**config.mk**
```make
export PLATFORM = sky130hd
export DESIGN_NAME = mf_lane
export DESIGN_NICKNAME = d
export VERILOG_FILES = /design/src/rtl/core/median_filter_assert.svh /design/src/rtl/core/mf_pkg.sv /design/src/rtl/core/mf_lane.sv
export SDC_FILE = /design/constraint.sdc
export NUM_CORES = 1
export LEC_CHECK = 0
export ABC_AREA = 1
export ABC_CLOCK_PERIOD_IN_PS = 15150
export CAP_MARGIN = 20
export CORE_MARGIN = 5
export CORE_UTILIZATION = 51
export DETAILED_ROUTE_END_ITERATION = 10
export DONT_BUFFER_PORTS = 1
export PLACE_DENSITY = 0.66
export SLEW_MARGIN = 25
export SYNTH_ARGS = -nofsm -noshare
export SYNTH_HDL_FRONTEND = slang
export SYNTH_SLANG_ARGS = --single-unit
export TNS_END_PERCENT = 20
```
**constraint.sdc**
```tcl
create_clock -name i_clk -period 15.15 [get_ports i_clk]
set_clock_uncertainty 0.15 [all_clocks]
set_input_delay 0.7575 -clock i_clk [delete_from_list [all_inputs] [get_ports i_clk]]
set_output_delay 0.7575 -clock i_clk [all_outputs]
set_load 0.03 [all_outputs]
```
**src/rtl/core/median_filter_assert.svh**
```systemverilog
// ----------------------------------------------------------------------------
// median filter assertion macros
// shared concurrent assertion forms, reported through $error
// ----------------------------------------------------------------------------
`ifndef MEDIAN_FILTER_ASSERT_SVH
`define MEDIAN_FILTER_ASSERT_SVH

// same-cycle implication, disabled in reset
`define MF_ASSERT_NOW(lbl, clk, rst_n, ante, cons) \
    lbl: assert property (@(posedge clk) disable iff (!rst_n) (ante) |-> (cons)) \
        else $error("assertion failed");

// next-cycle implication, disabled in reset
`define MF_ASSERT_NEXT(lbl, clk, rst_n, ante, cons) \
    lbl: assert property (@(posedge clk) disable iff (!rst_n) (ante) |=> (cons)) \
        else $error("assertion failed");

`endif

```
**src/rtl/core/mf_pkg.sv**
```systemverilog
// ----------------------------------------------------------------------------
// mf_pkg
// shared types and constants of the median filter
// ----------------------------------------------------------------------------
`default_nettype none
package mf_pkg;
    localparam int CHAN_W    = 8;
    localparam int NUM_CHAN  = 4;
    localparam int ROW_W     = 12;
    localparam int HEIGHT_MAX = 4096;

    localparam logic OP_PIXEL = 1'b0;
    localparam logic OP_FLUSH = 1'b1;

    localparam logic [1:0] REG_WIDTH    = 2'd0;
    localparam logic [1:0] REG_HEIGHT   = 2'd1;
    localparam logic [1:0] REG_CHANNELS = 2'd2;
    localparam logic [1:0] REG_RADIUS   = 2'd3;

    // control from the sequencer to every lane
    typedef struct packed {
        logic       start;
        logic       load;
        logic       step;
        logic [2:0] bit_idx;
    } t_lane_ctl;
endpackage
`default_nettype wire

```
**src/rtl/core/mf_lane.sv**
```systemverilog
// ----------------------------------------------------------------------------
// mf_lane
// one channel lane: holds the window taps and finds the median bit by bit
// ----------------------------------------------------------------------------
`default_nettype none
module mf_lane
    import mf_pkg::*;
#(
    parameter int MAXT = 49
) (
    input  wire logic                        i_clk,
    input  wire logic                        i_rst_n,
    input  wire t_lane_ctl                   i_ctl,
    input  wire logic [$clog2(MAXT)-1:0]     i_idx,
    input  wire logic [CHAN_W-1:0]           i_val,
    input  wire logic [$clog2(MAXT+1)-1:0]   i_ntaps,
    output logic      [CHAN_W-1:0]           o_med
);
    localparam int NW = $clog2(MAXT + 1);

    logic [CHAN_W-1:0] r_tap [MAXT];
    logic [MAXT-1:0]   r_alive;
    logic [NW-1:0]     r_rank;
    logic [CHAN_W-1:0] r_med;
    logic [MAXT-1:0]   bitv;
    logic [NW-1:0]     cnt;
    logic [MAXT-1:0]   init_mask;

    always_comb begin
        for (int i = 0; i < MAXT; i++) begin
            bitv[i]      = r_tap[i][i_ctl.bit_idx];
            init_mask[i] = (NW'(i) < i_ntaps);
        end
        cnt = NW'($countones(r_alive & ~bitv));
    end

    always_ff @(posedge i_clk) begin
        if (i_ctl.load) begin
            r_tap[i_idx] <= i_val;
        end
    end

    always_ff @(posedge i_clk) begin
        if (!i_rst_n) begin
            r_alive <= '0;
            r_rank  <= '0;
            r_med   <= '0;
        end else if (i_ctl.start) begin
            r_alive <= init_mask;
            r_rank  <= i_ntaps >> 1;
            r_med   <= '0;
        end else if (i_ctl.step) begin
            // rank below the zero count: the median has a zero here
            if (r_rank < cnt) begin
                r_alive <= r_alive & ~bitv;
            end else begin
                r_alive <= r_alive & bitv;
                r_rank  <= r_rank - cnt;
                r_med[i_ctl.bit_idx] <= 1'b1;
            end
        end
    end

    assign o_med = r_med;
endmodule
`default_nettype wire

```
==> flow_summary.toml <==
[clocking]
cts_tree = "done"
cts_resized = 0
cts_sinks = 455
cts_root_buffer = "clkbuf_16"
worstSkewPairLatency_ps = 590
clk_pin_slew_ps = 60
post_cts_buffers = 0
htreeDepth = 2
numCtsBuffers = 48
holdBufCountCts = 0
clk_path_buf_depth = 3

[synthesis]
netlist_instances = 2345
synth_nets = 2429
synth_area_um2 = 21700
yosysMostFrequentCell = "nand2_1"
synth_ff_type = "edfxtp_1"
ys_ff_latch = 455
ys_top_cells_by_count = "nand2_1 (1085), edfxtp_1 (392), nor2_1 (145)"
yosys_warnings = 0
synthTopCellsByArea = "edfxtp_1 (54%), nand2_1 (19%), dfxtp_1 (5.8%)"
synthArstFlopShare_pct = 0
synth_top_area_share_pct = 54.2
synth_area_per_cell_um2 = 9.25
synth_edf_count = 392
ys_seq_area_share_pct = 60.1
yosys.area.top_type = "edfxtp_1"
synth_cell_types = 33

[placement]
dpl.hpwl_um = 33200
port_buffers = 0
dp_cells = 2786
gp_congestion = 0.934

[global_routing]
grt_pass1_vias = 15100
grt_pass1_wl_um = 88400
grt_max_degree = 198
antenna_found_initial = 0
track_usage_pct = 24.3
overflow = 0

[route]
avgRoutedWirePerCell_um = 20.0
wl_um = 57400
vias = 15800
dr.pass1.iters = 7
ant_nets = 0
initialDrtViolationCount = 1534
drc_errors = 0
via_per_inst = 5.51

[layout]
fillers = 3661
stdcell_count = 2875
post-route-util_pct = 55.7
syn_to_final_growth_pct = 7.91
drive_above_1_share_pct = 3.94
antenna_cells = 0
layout.nets = 2381

[worst_setup_path]
crit_required_ps = 15460
worstPathArrival_ps = 9410
r2r_cells = 29
slowest_stage = "buf_4"
crit_type = "in2reg"
crit_fanout = 197
cp-start-kind = "primary input"
crit_path_end_kind = "register"
timing.critical_path.slowest_cell_delay_ps = 690

[timing]
maxSlewHeadroom_pct = 34.1
max_freq_mhz = 110
rsz0062_at_grt = "false"
setup_viol = 0
fin_setup_tns_ps = 0
slew_viol_final = 0
final-hold-violation-count = 0
post-route-period-util_pct = 60.1
finalCriticalPeriod_ps = 9100
worstMarginPinSlew_ps = 986

[die]
die_x_um = 216
dieArea_um2 = 46800
core_um2 = 42000
initial_utilization_pct = 51.6
pin_count = 36
num_rows = 75
dieHeight_um = 216

[worst_hold_path]
hp-class = "in2reg"
min_path_cells = 0

[flow_run]
maxCapViolations = 0

[outcome]
status = "complete, no violations"
per-layer routing:
| layer | up-vias | routed length, µm | track usage, % |
|---|---|---|---|
| met5 | - | 0 | 0 |
| met4 | 0 | 1240 | 6.93 |
| met3 | 88 | 4520 | 4.38 |
| met2 | 590 | 27000 | 39.5 |
| met1 | 7600 | 24600 | 34.1 |
| li1 | 7556 | - | - |
logic make-up (layout without fill, tap and decap cells):
family                   Yosys count  in the layout  synth area share, %
XOR/XNOR                           4              4                0.161
AND/OR/NAND/NOR                 1420           1420                 26.1
flip-flops                       455            455                 60.1
adder cells (fa/ha/maj)           56             56                 4.65
buffers and inverters            243            234                 5.09
AO/OA/AOI/OAI                    167            167                 3.96
area by class of cell:
| type | count | area (µm²) | share of cell area [%] |
|---|---|---|---|
| repair buffers | 8 | 60.1 | 0.256 |
| well taps | 539 | 674 | 2.88 |
| inverters | 137 | 519 | 2.22 |
| flip-flops and latches | 455 | 13000 | 55.7 |
| clock buffers | 63 | 1330 | 5.68 |
| multi-input cells | 1647 | 7580 | 32.4 |
| clock inverters | 26 | 218 | 0.930 |
per-stage QoR:
step | hold slack (ps) | setup slack (ps) | cell area (µm²)
6_report | 111 | 6050 | 23400
3_3_place_gp | 309 | 5660 | 21900
5_1_grt | 85.9 | 5510 | 23400
2_1_floorplan | 295 | 7350 | 21700
4_1_cts | 88.9 | 6210 | 23400
3_5_place_dp | 310 | 5610 | 21900
registers in the layout, summed over array words and instances (netlist names):
| signal | count |
|---|---|
| r_rank | 6 |
| r_alive | 49 |
| o_med | 8 |
| r_tap | 392 |
critical path, delay by kind of cell:
kind | cells | cell delay [ps]
adders and majority gates | 10 | 4520
buffers and inverters | 8 | 1880
and+or+nand+nor | 12 | 1540
AOI/OAI and AO/OA | 2 | 290
xor gates and xnor gates | 1 | 150
cell usage in the layout (no fill, tap or decap), types with 2 or more instances in the layout:
master	instances
a21oi_1	76
a31oi_1	2
buf_4	8
bufinv_16	3
clkbuf_1	10
clkbuf_16	50
clkbuf_8	3
clkinv_1	9
clkinv_2	10
clkinvlp_4	3
dfxtp_1	63
edfxtp_1	392
fa_1	41
ha_1	15
inv_1	132
inv_2	3
nand2_1	1084
nand3_1	134
nand3b_1	21
nand4_1	18
nor2_1	144
nor2_2	2
nor2_4	2
nor3_1	10
nor3_2	2
o21a_1	5
o21ai_0	78
o21ai_1	3
xnor2_1	2
xor2_1	2
worst paths after layout:
path	startpoint	to	slack (ps)
worst min register to register	r_rank[0]	r_rank[0]	330
worst max-delay path	i_ctl[0]	r_alive[26]	6050
worst min-delay path	i_val[3]	r_tap[3][3]	110
worst max register to register	r_tap[21][2]	r_alive[26]	6990
Power is left out: the tool's default activity adds up to more than one toggle a clock period on the data nets, which glitch-free logic cannot reach.
