## src/rtl/core/median_filter_assert.svh

```systemverilog
// ----------------------------------------------------------------------------
// median filter assertion macros
// shared concurrent assertion forms, reported through $error
// ----------------------------------------------------------------------------
`ifndef MEDIAN_FILTER_ASSERT_SVH
`define MEDIAN_FILTER_ASSERT_SVH

// same-cycle implication, disabled in reset
`define MF_ASSERT_NOW(lbl, clk, rst_n, ante, cons) \
    lbl: assert property (@(posedge clk) disable iff (!rst_n) (ante) |-> (cons)) \
        else $error("assertion failed");

// next-cycle implication, disabled in reset
`define MF_ASSERT_NEXT(lbl, clk, rst_n, ante, cons) \
    lbl: assert property (@(posedge clk) disable iff (!rst_n) (ante) |=> (cons)) \
        else $error("assertion failed");

`endif

```

## src/rtl/core/mf_pkg.sv

```systemverilog
// ----------------------------------------------------------------------------
// mf_pkg
// shared types and constants of the median filter
// ----------------------------------------------------------------------------
`default_nettype none
package mf_pkg;
    localparam int CHAN_W    = 8;
    localparam int NUM_CHAN  = 4;
    localparam int ROW_W     = 12;
    localparam int HEIGHT_MAX = 4096;

    localparam logic OP_PIXEL = 1'b0;
    localparam logic OP_FLUSH = 1'b1;

    localparam logic [1:0] REG_WIDTH    = 2'd0;
    localparam logic [1:0] REG_HEIGHT   = 2'd1;
    localparam logic [1:0] REG_CHANNELS = 2'd2;
    localparam logic [1:0] REG_RADIUS   = 2'd3;

    // control from the sequencer to every lane
    typedef struct packed {
        logic       start;
        logic       load;
        logic       step;
        logic [2:0] bit_idx;
    } t_lane_ctl;
endpackage
`default_nettype wire

```

## src/rtl/core/mf_merge.sv

```systemverilog
// ----------------------------------------------------------------------------
// mf_merge
// gathers the lane medians, blanks unused channels, holds the result item
// ----------------------------------------------------------------------------
`default_nettype none
module mf_merge
    import mf_pkg::*;
#(
    parameter int LANES = 4
) (
    input  wire logic              i_clk,
    input  wire logic              i_rst_n,
    input  wire logic [CHAN_W-1:0] i_lane_med [LANES],
    input  wire logic [2:0]        i_chan_cnt,
    input  wire logic              i_frame_end,
    input  wire logic              i_load,
    output logic                   o_can_load,
    output logic                   o_valid,
    input  wire logic              i_ready,
    output logic [CHAN_W-1:0]      o_med [NUM_CHAN],
    output logic                   o_frame_end
);
    logic              r_valid;
    logic [CHAN_W-1:0] r_med [NUM_CHAN];
    logic              r_fe;
    logic [CHAN_W-1:0] n_med [NUM_CHAN];

    always_comb begin
        for (int c = 0; c < NUM_CHAN; c++) begin
            n_med[c] = '0;
            if (c < LANES && 3'(c) < i_chan_cnt) begin
                n_med[c] = i_lane_med[c % LANES];
            end
        end
    end

    assign o_can_load = !r_valid || i_ready;

    always_ff @(posedge i_clk) begin
        if (!i_rst_n) begin
            r_valid <= 1'b0;
        end else if (i_load) begin
            r_valid <= 1'b1;
        end else if (i_ready) begin
            r_valid <= 1'b0;
        end
    end

    always_ff @(posedge i_clk) begin
        if (i_load) begin
            r_med <= n_med;
            r_fe  <= i_frame_end;
        end
    end

    assign o_valid     = r_valid;
    assign o_med       = r_med;
    assign o_frame_end = r_fe;
endmodule
`default_nettype wire

```

## config.mk

```make
export PLATFORM = sky130hd
export DESIGN_NAME = mf_merge
export DESIGN_NICKNAME = d
export VERILOG_FILES = /design/src/rtl/core/median_filter_assert.svh /design/src/rtl/core/mf_pkg.sv /design/src/rtl/core/mf_merge.sv
export SDC_FILE = /design/constraint.sdc
export NUM_CORES = 1
export LEC_CHECK = 0
export BUFFER_PORTS_ARGS = -buffer_cell sky130_fd_sc_hd__buf_2
export CAP_MARGIN = 30
export CORE_MARGIN = 3
export CORE_UTILIZATION = 38
export CTS_CLUSTER_SIZE = 8
export DETAILED_ROUTE_END_ITERATION = 12
export PLACE_DENSITY = 0.72
export SYNTH_ARGS = -nofsm -noshare
export SYNTH_HDL_FRONTEND = slang
export SYNTH_SLANG_ARGS = --single-unit
```

## constraint.sdc

```tcl
create_clock -name i_clk -period 0.8 [get_ports i_clk]
set_input_delay 0.08 -clock i_clk [delete_from_list [all_inputs] [get_ports i_clk]]
set_output_delay 0.08 -clock i_clk [all_outputs]
set_load 0.005 [all_outputs]
```

==> impl_metrics.yaml, run 1 <==
floorplan:
  placementRows: 20
  initial_utilization_pct: 41.3
  io_pins: 75
  coreArea_sq_um: 3180
  fp.dieH_um: 64.8
  die-area_sq_um: 4200
  fp.dieW_um: 64.8
job:
  cap_violations: 0
layout:
  design_area_sq_um: 1860
  drive_gt1_share_pct: 65.6
  nets: 201
  final_util_pct: 58.5
  antenna_cells: 0
  fin_cells: 204
  syn2layout_area_growth_pct: 41.6
synth:
  yosys-top-cells-count: "edfxtp_1, nor2b_1, and2_2, nor2b_2"
  async_reset_ff_share_pct: 0
  yosysWarnings: 0
  synth_top_flop_cell: "edfxtp_1"
  ys_seq_area_share_pct: 77.0
  syn_inst: 73
  ys_top_cells_by_area: "edfxtp_1, nor2b_1, nor2b_2"
  synth_top_area_cell: "edfxtp_1"
  synth.most_common_cell: "edfxtp_1"
  synth_seq_cells: 34
  yosysUniqueCellTypes: 12
  synth.avg_cell_area_sq_um: 18.0
  netlist_area_sq_um: 1310
  synth_edf_count: 33
  netlist.area_leader.share_pct: 75.4
  synth_nets: 113
detailed_routing:
  vias: 882
  detail_route.iter0.violations: 25
  wl_per_cell_um: 13.1
  postRouteAntennaNets: 0
  route.detailed.drc: 0
  wirelength_um: 2660
  via_per_inst: 4.32
  first_pass_iters: 4
global_routing:
  grt.overflow.total: 0
  track_usage_pct: 13.7
  antenna_found_initial: 0
  grt_pass1_vias: 926
  grt_first_pass_wirelength_um: 4130
  grt_max_degree: 27
worst_setup_path:
  crit_slowest_cell: "dfxtp_2"
  slowest_delay_ns: 0.34
  crit_fanout: 2
  crit_arrival_ns: 0.86
  worst_setup_path_end_kind: "output port"
  crit_chain: "nand2b_1 > buf_2"
  startpoint_type: "flop"
  required_ns: 0.72
  worst-setup-path-type: "flop to output port"
power:
  vdd_drop_max_uv: 918
  switching_share_pct: 21.3
  intPower_mw: 2.68
  seq_power_share_pct: 63.2
  total_power_mw: 3.40
  switchingPower_mw: 0.724
  p_comb_share_pct: 13.5
  leakagePower_nw: 0.804
  powerDensity_nw_per_um2: 1830
  clkPwrFrac_pct: 23.3
cts:
  insertion_delay_ns: 0.32
  htreeDepth: 2
  clockBufferDepth: 2
  cts_setup_buffers: 0
  cts_buffers: 5
  path_clk_slew_ns: 0.09
  clock-sinks: 34
  cts_root_buf: "clkbuf_4"
  cts_tree: "done"
sta:
  finalCriticalPeriod_ns: 0.943
  slew_headroom_pct: 77.1
  rsz0062_at_grt: "true"
  worstMarginPinSlew_ns: 0.342
  finalCritPeriodShare_pct: 118
  clock.fmax_ghz: 1.06
  worst_slack_ns: -0.143
  fin_skew_ns: 0
  hold_violations: 0
  setup_viol_count_final: 35
  maxSlewViolCount: 0
placement:
  placedCellCount: 196
  dpl_cell_area_sq_um: 1800
  gp_congestion: 0.671
  detailed_place_hpwl_um: 2080
  numPortBuffers: 74
min_path:
  hp-class: "input pin to flop"
outcome:
  status: "complete, but fails checks"
  violations: "negative setup slack"
## area by class of cell
class,instances,area (sq um)
flip-flops and latches,34,1010
fillers,287,1320
multi-input cells,37,288
clock buffers,5,37.5
inverters,1,3.75
clock inverters,1,3.75
repair buffers,82,460
well taps,44,55.1
## placed cells by master, fill, tap and decap left out, drive strengths merged
cell and n:
clkbuf 5, and2 8, nand2b 1, nor3 1, clkinv 1, edfxtp 33, dlygate4sd3 2, a21boi 1
buf 80, dfxtp 1, inv 1, nor2b 24, a21oi 1, nor2 1
## registers in the layout, indices dropped and copies added (netlist names)
name and count:
o_valid 1, o_frame_end 1, o_med 32
## worst paths after layout
check             slack, ns                 start  cells after the start                      end
setup / recovery      -0.14  o_valid$_SDFFE_PN0P_                      2               o_can_load
hold / removal         0.05        i_lane_med[17]                      2  o_med[17]$_SDFFCE_PP0P_
setup reg to reg       0.15  o_valid$_SDFFE_PN0P_                      2     o_valid$_SDFFE_PN0P_
hold reg to reg        0.54  o_valid$_SDFFE_PN0P_                      2     o_valid$_SDFFE_PN0P_
## through the flow
step	setup WS [ns]	hold slack, ns	setup TNS (ns)
after global placement	-0.0960	0.262	-1.62
after detailed placement	-0.148	0.264	-2.03
after floorplan	0.0323	0.179	0
final	-0.143	0.0455	-3.39
after CTS	-0.151	0.0335	-4.01
after global routing	-0.187	0.0295	-5.07
## layer usage
metal | global-route usage [%] | wire length (um) | up-vias
li1 | - | - | 430
met1 | 13.1 | 879 | 405
met2 | 25.3 | 1500 | 42
met3 | 4.16 | 237 | 5
met4 | 7.92 | 46 | 0
met5 | 0 | 0 | -
## repair_timing
action                     in CTS  in global routing
gates resized for setup         1                  0
hold endpoints to repair        2                  0
setup endpoints to repair      35                 35
gates cloned                    0                  0
hold buffers                    2                  0
## power groups by stage
stage | logic, mW | registers (mW) | clock network, mW
after floorplan | 0.110 | 2.22 | 0
after global placement | 0.449 | 2.19 | 0
after detailed placement | 0.462 | 2.19 | 0
after CTS | 0.472 | 2.15 | 0.818
after global routing | 0.509 | 2.16 | 0.918
final | 0.461 | 2.15 | 0.793
## worst max-delay path, delay by kind of cell (launching register included)
| kind | cells | cell delay [ns] |
|---|---|---|
| flip-flops | 1 | 0.34 |
| buffers and inverters | 1 | 0.14 |
| AND/OR/NAND/NOR | 1 | 0.07 |
## cell families after synthesis
kind of cell    after synthesis  synth area share (%)
simple gates                 35                  20.1
buf+inv                       2                  1.14
compound gates                2                  1.81
flops                        34                  77.0
(Power assumes the default switching activity.)
==> run 2, diff against run 1 <==
--- a/config.mk
+++ b/config.mk
@@ -7,8 +7,10 @@
 export LEC_CHECK = 0
 export BUFFER_PORTS_ARGS = -buffer_cell sky130_fd_sc_hd__buf_2
 export CAP_MARGIN = 30
+export CELL_PAD_IN_SITES_DETAIL_PLACEMENT = 1
+export CELL_PAD_IN_SITES_GLOBAL_PLACEMENT = 2
 export CORE_MARGIN = 3
-export CORE_UTILIZATION = 38
+export CORE_UTILIZATION = 24
 export CTS_CLUSTER_SIZE = 8
 export DETAILED_ROUTE_END_ITERATION = 12
 export PLACE_DENSITY = 0.72
==> impl_metrics.yaml, run 2 (synthesis results as in run 1) <==
placement:
  detailed_place_hpwl_um: 2400
  numPortBuffers: 74
  gp_congestion: 0.670
  placedCellCount: 222
detailed_routing:
  wirelength_um: 2930
  first_pass_iters: 4
  route.detailed.drc: 0
  via_per_inst: 3.91
  wl_per_cell_um: 12.7
  detail_route.iter0.violations: 33
  postRouteAntennaNets: 0
  vias: 903
sta:
  slew_headroom_pct: 85.4
  worst_slack_ns: -0.0722
  fin_tns_setup_ns: -1.65
  hold_violations: 0
  maxSlewViolCount: 0
  setup_viol_count_final: 34
  hold_ws_ns: 0.0436
  rsz0062_at_grt: "true"
  clock.fmax_ghz: 1.15
  fin_skew_ns: 0
  finalCritPeriodShare_pct: 109
  worstMarginPinSlew_ns: 0.220
  finalCriticalPeriod_ns: 0.872
worst_setup_path:
  rr_startpoint: "o_valid$_SDFFE_PN0P_"
  crit_slowest_cell: "edfxtp_1"
  worst-setup-path-type: "flop to output port"
  crit_family: "flip-flops"
  reg2regPathDepth: 2
  required_ns: 0.72
  crit_arrival_ns: 0.79
  worst_setup_path_end_kind: "output port"
  cp_num_buf_inv: 1
  crit_chain: "buf_2"
  crit_cells: 1
  critPathLaunch: "o_med[3]$_SDFFCE_PN0P_"
  crit_fanout: 1
  slowest_delay_ns: 0.38
  startpoint_type: "flop"
cts:
  cts_buffers: 5
  clockBufferDepth: 2
  htreeDepth: 2
  cts_tree: "done"
  insertion_delay_ns: 0.27
  cts_setup_buffers: 0
  cts_root_buf: "clkbuf_8"
  clock-sinks: 34
  path_clk_slew_ns: 0.07
floorplan:
  placementRows: 26
  coreArea_sq_um: 5200
  io_pins: 75
  die-area_sq_um: 6400
  fp.dieH_um: 80.0
  initial_utilization_pct: 25.2
  fp.dieW_um: 80.0
min_path:
  hp-start: "i_rst_n"
  hold_depth: 2
  hp-class: "input pin to flop"
global_routing:
  grt_pass1_vias: 1003
  antenna_found_initial: 0
  grt_max_degree: 20
  grt_first_pass_wirelength_um: 4570
  track_usage_pct: 9.74
  grt.overflow.total: 0
layout:
  largest_register_ffs: 32
  nets: 200
  final_cell_mix: "buf_2, edfxtp_1, nor2b_1, nor2b_2, and2_2"
  antenna_cells: 0
  drive_gt1_share_pct: 66.5
  fin_cells: 231
  syn2layout_area_growth_pct: 48.4
  final_util_pct: 37.5
  final_common_cell: "buf_2"
job:
  cap_violations: 0
outcome:
  violations: "negative setup slack"
  status: "complete, but fails checks"
power:
  leakagePower_nw: 0.830
  powerDensity_nw_per_um2: 1950
  total_power_mw: 3.80
  vdd_drop_max_uv: 914
==> run 2: cell types whose count changed in the layout (fill, tap and decap cells not counted), sizes merged <==
cell / change
dlygate4sd3: -1
clkbuf: +1
clkinv: +1
==> run 2: metal layers <==
| layer | wire length, um | share of wire, % | GRT usage [%] |
|---|---|---|---|
| met5 | 0 | 0 | 0 |
| met4 | 38 | 1.3 | 4.05 |
| met3 | 413 | 14 | 6.32 |
| met2 | 1480 | 50 | 16.4 |
| met1 | 1010 | 34 | 9.33 |
==> run 2: layout make-up <==
| type | instances | area (sq um) |
|---|---|---|
| Fill cell | 590 | 3260 |
| Sequential cell | 34 | 1010 |
| Timing Repair Buffer | 81 | 475 |
| Multi-Input combinational cell | 37 | 288 |
| Tap cell | 70 | 87.6 |
| Clock buffer | 6 | 72.6 |
| Clock inverter | 2 | 10.0 |
| Inverter | 1 | 3.75 |
==> run 2: per-stage QoR <==
step           cell area, sq um  worst slack [ns]
2_1_floorplan              1310            0.0323
4_1_cts                    1950           -0.0910
6_report                   1950           -0.0722
3_5_place_dp               1860            -0.128
3_3_place_gp               1860            -0.112
5_1_grt                    1950            -0.126
==> run 2: power by group <==
group / internal, mW / switching [mW]
Clock: 0.602 / 0.572
Combinational: 0.271 / 0.205
Sequential: 2.12 / 0.0333
Total: 2.99 / 0.811
==> run 2: repair_timing <==
| action | 4_1_cts | 5_1_grt |
|---|---|---|
| gates resized for setup | 1 | 0 |
| hold buffers | 1 | 0 |
| endpoints found under the setup margin | 35 | 35 |
| pin swaps | 0 | 0 |
| hold endpoints to repair | 1 | 0 |
==> run 2: path summary, 6_finish.rpt <==
kind | to | slack, ns
worst max-delay path | o_med[3] | -0.07
worst min-delay path | o_valid$_SDFFE_PN0P_ | 0.04
worst max register to register | o_valid$_SDFFE_PN0P_ | 0.19
worst min register to register | o_valid$_SDFFE_PN0P_ | 0.50
==> run 3, diff against run 2 <==
--- a/config.mk
+++ b/config.mk
@@ -14,6 +14,7 @@
 export CTS_CLUSTER_SIZE = 8
 export DETAILED_ROUTE_END_ITERATION = 12
 export PLACE_DENSITY = 0.72
+export SKIP_CTS_REPAIR_TIMING = 1
 export SYNTH_ARGS = -nofsm -noshare
 export SYNTH_HDL_FRONTEND = slang
 export SYNTH_SLANG_ARGS = --single-unit
==> impl_metrics.yaml, run 3 (synthesis results as in run 1) <==
outcome:
  status: "complete, but fails checks"
  violations: "negative setup slack"
layout:
  antenna_cells: 0
  syn2layout_area_growth_pct: 48.4
  nets: 200
  multi_input_area_sq_um: 288
  nFillCells: 590
  largest_register_ffs: 32
  final_cell_mix: "buf_2, edfxtp_1, nor2b_1, nor2b_2, and2_2"
  final_util_pct: 37.5
  drive_gt1_share_pct: 66.5
  final_common_cell: "buf_2"
  fin_cells: 231
  regArea_sq_um: 1010
worst_setup_path:
  crit_family: "flip-flops"
  crit_chain: "buf_2"
  required_ns: 0.72
  crit_arrival_ns: 0.79
  cp_num_buf_inv: 1
  startpoint_type: "flop"
  crit_fanout: 1
  worst_setup_path_end_kind: "output port"
  slowest_delay_ns: 0.38
  crit_slowest_cell: "edfxtp_1"
  worst-setup-path-type: "flop to output port"
global_routing:
  grt_pass1_vias: 1001
  use_met2_pct: 16.8
  grtUsageMet1_pct: 9.26
  track_usage_pct: 9.83
  grt_first_pass_wirelength_um: 4600
  grt.overflow.total: 0
  grt_max_degree: 20
  busiest_layer: "met2"
  antenna_found_initial: 0
  gr-usage-met3_pct: 6.32
floorplan:
  placementRows: 26
  initial_utilization_pct: 25.2
  die-area_sq_um: 6400
  fp.dieH_um: 80.0
  io_pins: 75
  fp.dieW_um: 80.0
  coreArea_sq_um: 5200
sta:
  finalCritPeriodShare_pct: 109
  slew_headroom_pct: 85.4
  fin_skew_ns: 0
  hold_violations: 0
  finalCriticalPeriod_ns: 0.872
  worstMarginPinSlew_ns: 0.220
  worst_slack_ns: -0.0720
  rsz0062_at_grt: "true"
  setup_viol_count_final: 34
  clock.fmax_ghz: 1.15
  maxSlewViolCount: 0
power:
  p_comb_share_pct: 12.5
  leakagePower_nw: 0.830
  intPower_mw: 2.99
  powerDensity_nw_per_um2: 1950
  vdd_drop_max_uv: 914
  switchingPower_mw: 0.811
  seq_power_share_pct: 56.6
  switching_share_pct: 21.3
  clkPwrFrac_pct: 30.9
detailed_routing:
  detail_route.iter0.violations: 33
  wirelength_um: 2930
  via_per_inst: 3.91
  wl_per_cell_um: 12.7
  postRouteAntennaNets: 0
  vias: 903
  route.detailed.drc: 0
  first_pass_iters: 4
job:
  cap_violations: 0
cts:
  insertion_delay_ns: 0.27
  cts_tree: "done"
  htreeDepth: 2
  cts_buffers: 5
  path_clk_slew_ns: 0.07
  clock-sinks: 34
  clockBufferDepth: 2
  cts_root_buf: "clkbuf_8"
placement:
  detailed_place_hpwl_um: 2400
  numPortBuffers: 74
  gp_congestion: 0.670
  place_ws_ns: -0.128
  placedCellCount: 222
min_path:
  hp-class: "input pin to flop"
==> run 3: cell counts in the layout (fill, tap and decap cells not counted) <==
No cell type changed its count.
==> run 3: layout make-up <==
cell class,count,share of cell area (%)
clock buffers,6,3.72
well taps,70,4.49
multi-input cells,37,14.8
flip-flops and latches,34,51.9
repair buffers,81,24.4
clock inverters,2,0.513
inverters,1,0.193
==> run 3: final timing paths <==
| path | from | endpoint | slack (ns) | depth (start not counted) |
|---|---|---|---|---|
| setup / recovery | o_med[3]$_SDFFCE_PN0P_ | o_med[3] | -0.07 | 1 |
| hold / removal | i_rst_n | o_valid$_SDFFE_PN0P_ | 0.04 | 2 |
| setup reg to reg | o_valid$_SDFFE_PN0P_ | o_valid$_SDFFE_PN0P_ | 0.19 | 2 |
| hold reg to reg | o_valid$_SDFFE_PN0P_ | o_valid$_SDFFE_PN0P_ | 0.50 | 2 |
==> run 3: power by group through the flow <==
stage | Sequential (mW) | Clock [mW] | Combinational [mW]
2_1_floorplan | 2.22 | 0 | 0.110
5_1_grt | 2.17 | 1.30 | 0.530
6_report | 2.15 | 1.17 | 0.476
3_3_place_gp | 2.19 | 0 | 0.473
3_5_place_dp | 2.19 | 0 | 0.488
4_1_cts | 2.16 | 1.24 | 0.489
==> run 3: layer usage <==
layer  routed length (um)  share of wire [%]
met5                    0                  0
met4                   38                1.3
met3                  413                 14
met2                 1480                 50
met1                 1010                 34
==> run 3: through the flow <==
step / instance area [sq um] / hold WS (ns) / power (mW) / TNS (ns)
CTS: 1940 / -0.0365 / 3.88 / -2.43
detailed placement: 1860 / 0.258 / 2.68 / -2.36
global route: 1950 / 0.0475 / 4.00 / -3.22
global placement: 1860 / 0.258 / 2.66 / -1.83
floorplan: 1310 / 0.179 / 2.33 / 0
finish: 1950 / 0.0436 / 3.80 / -1.66
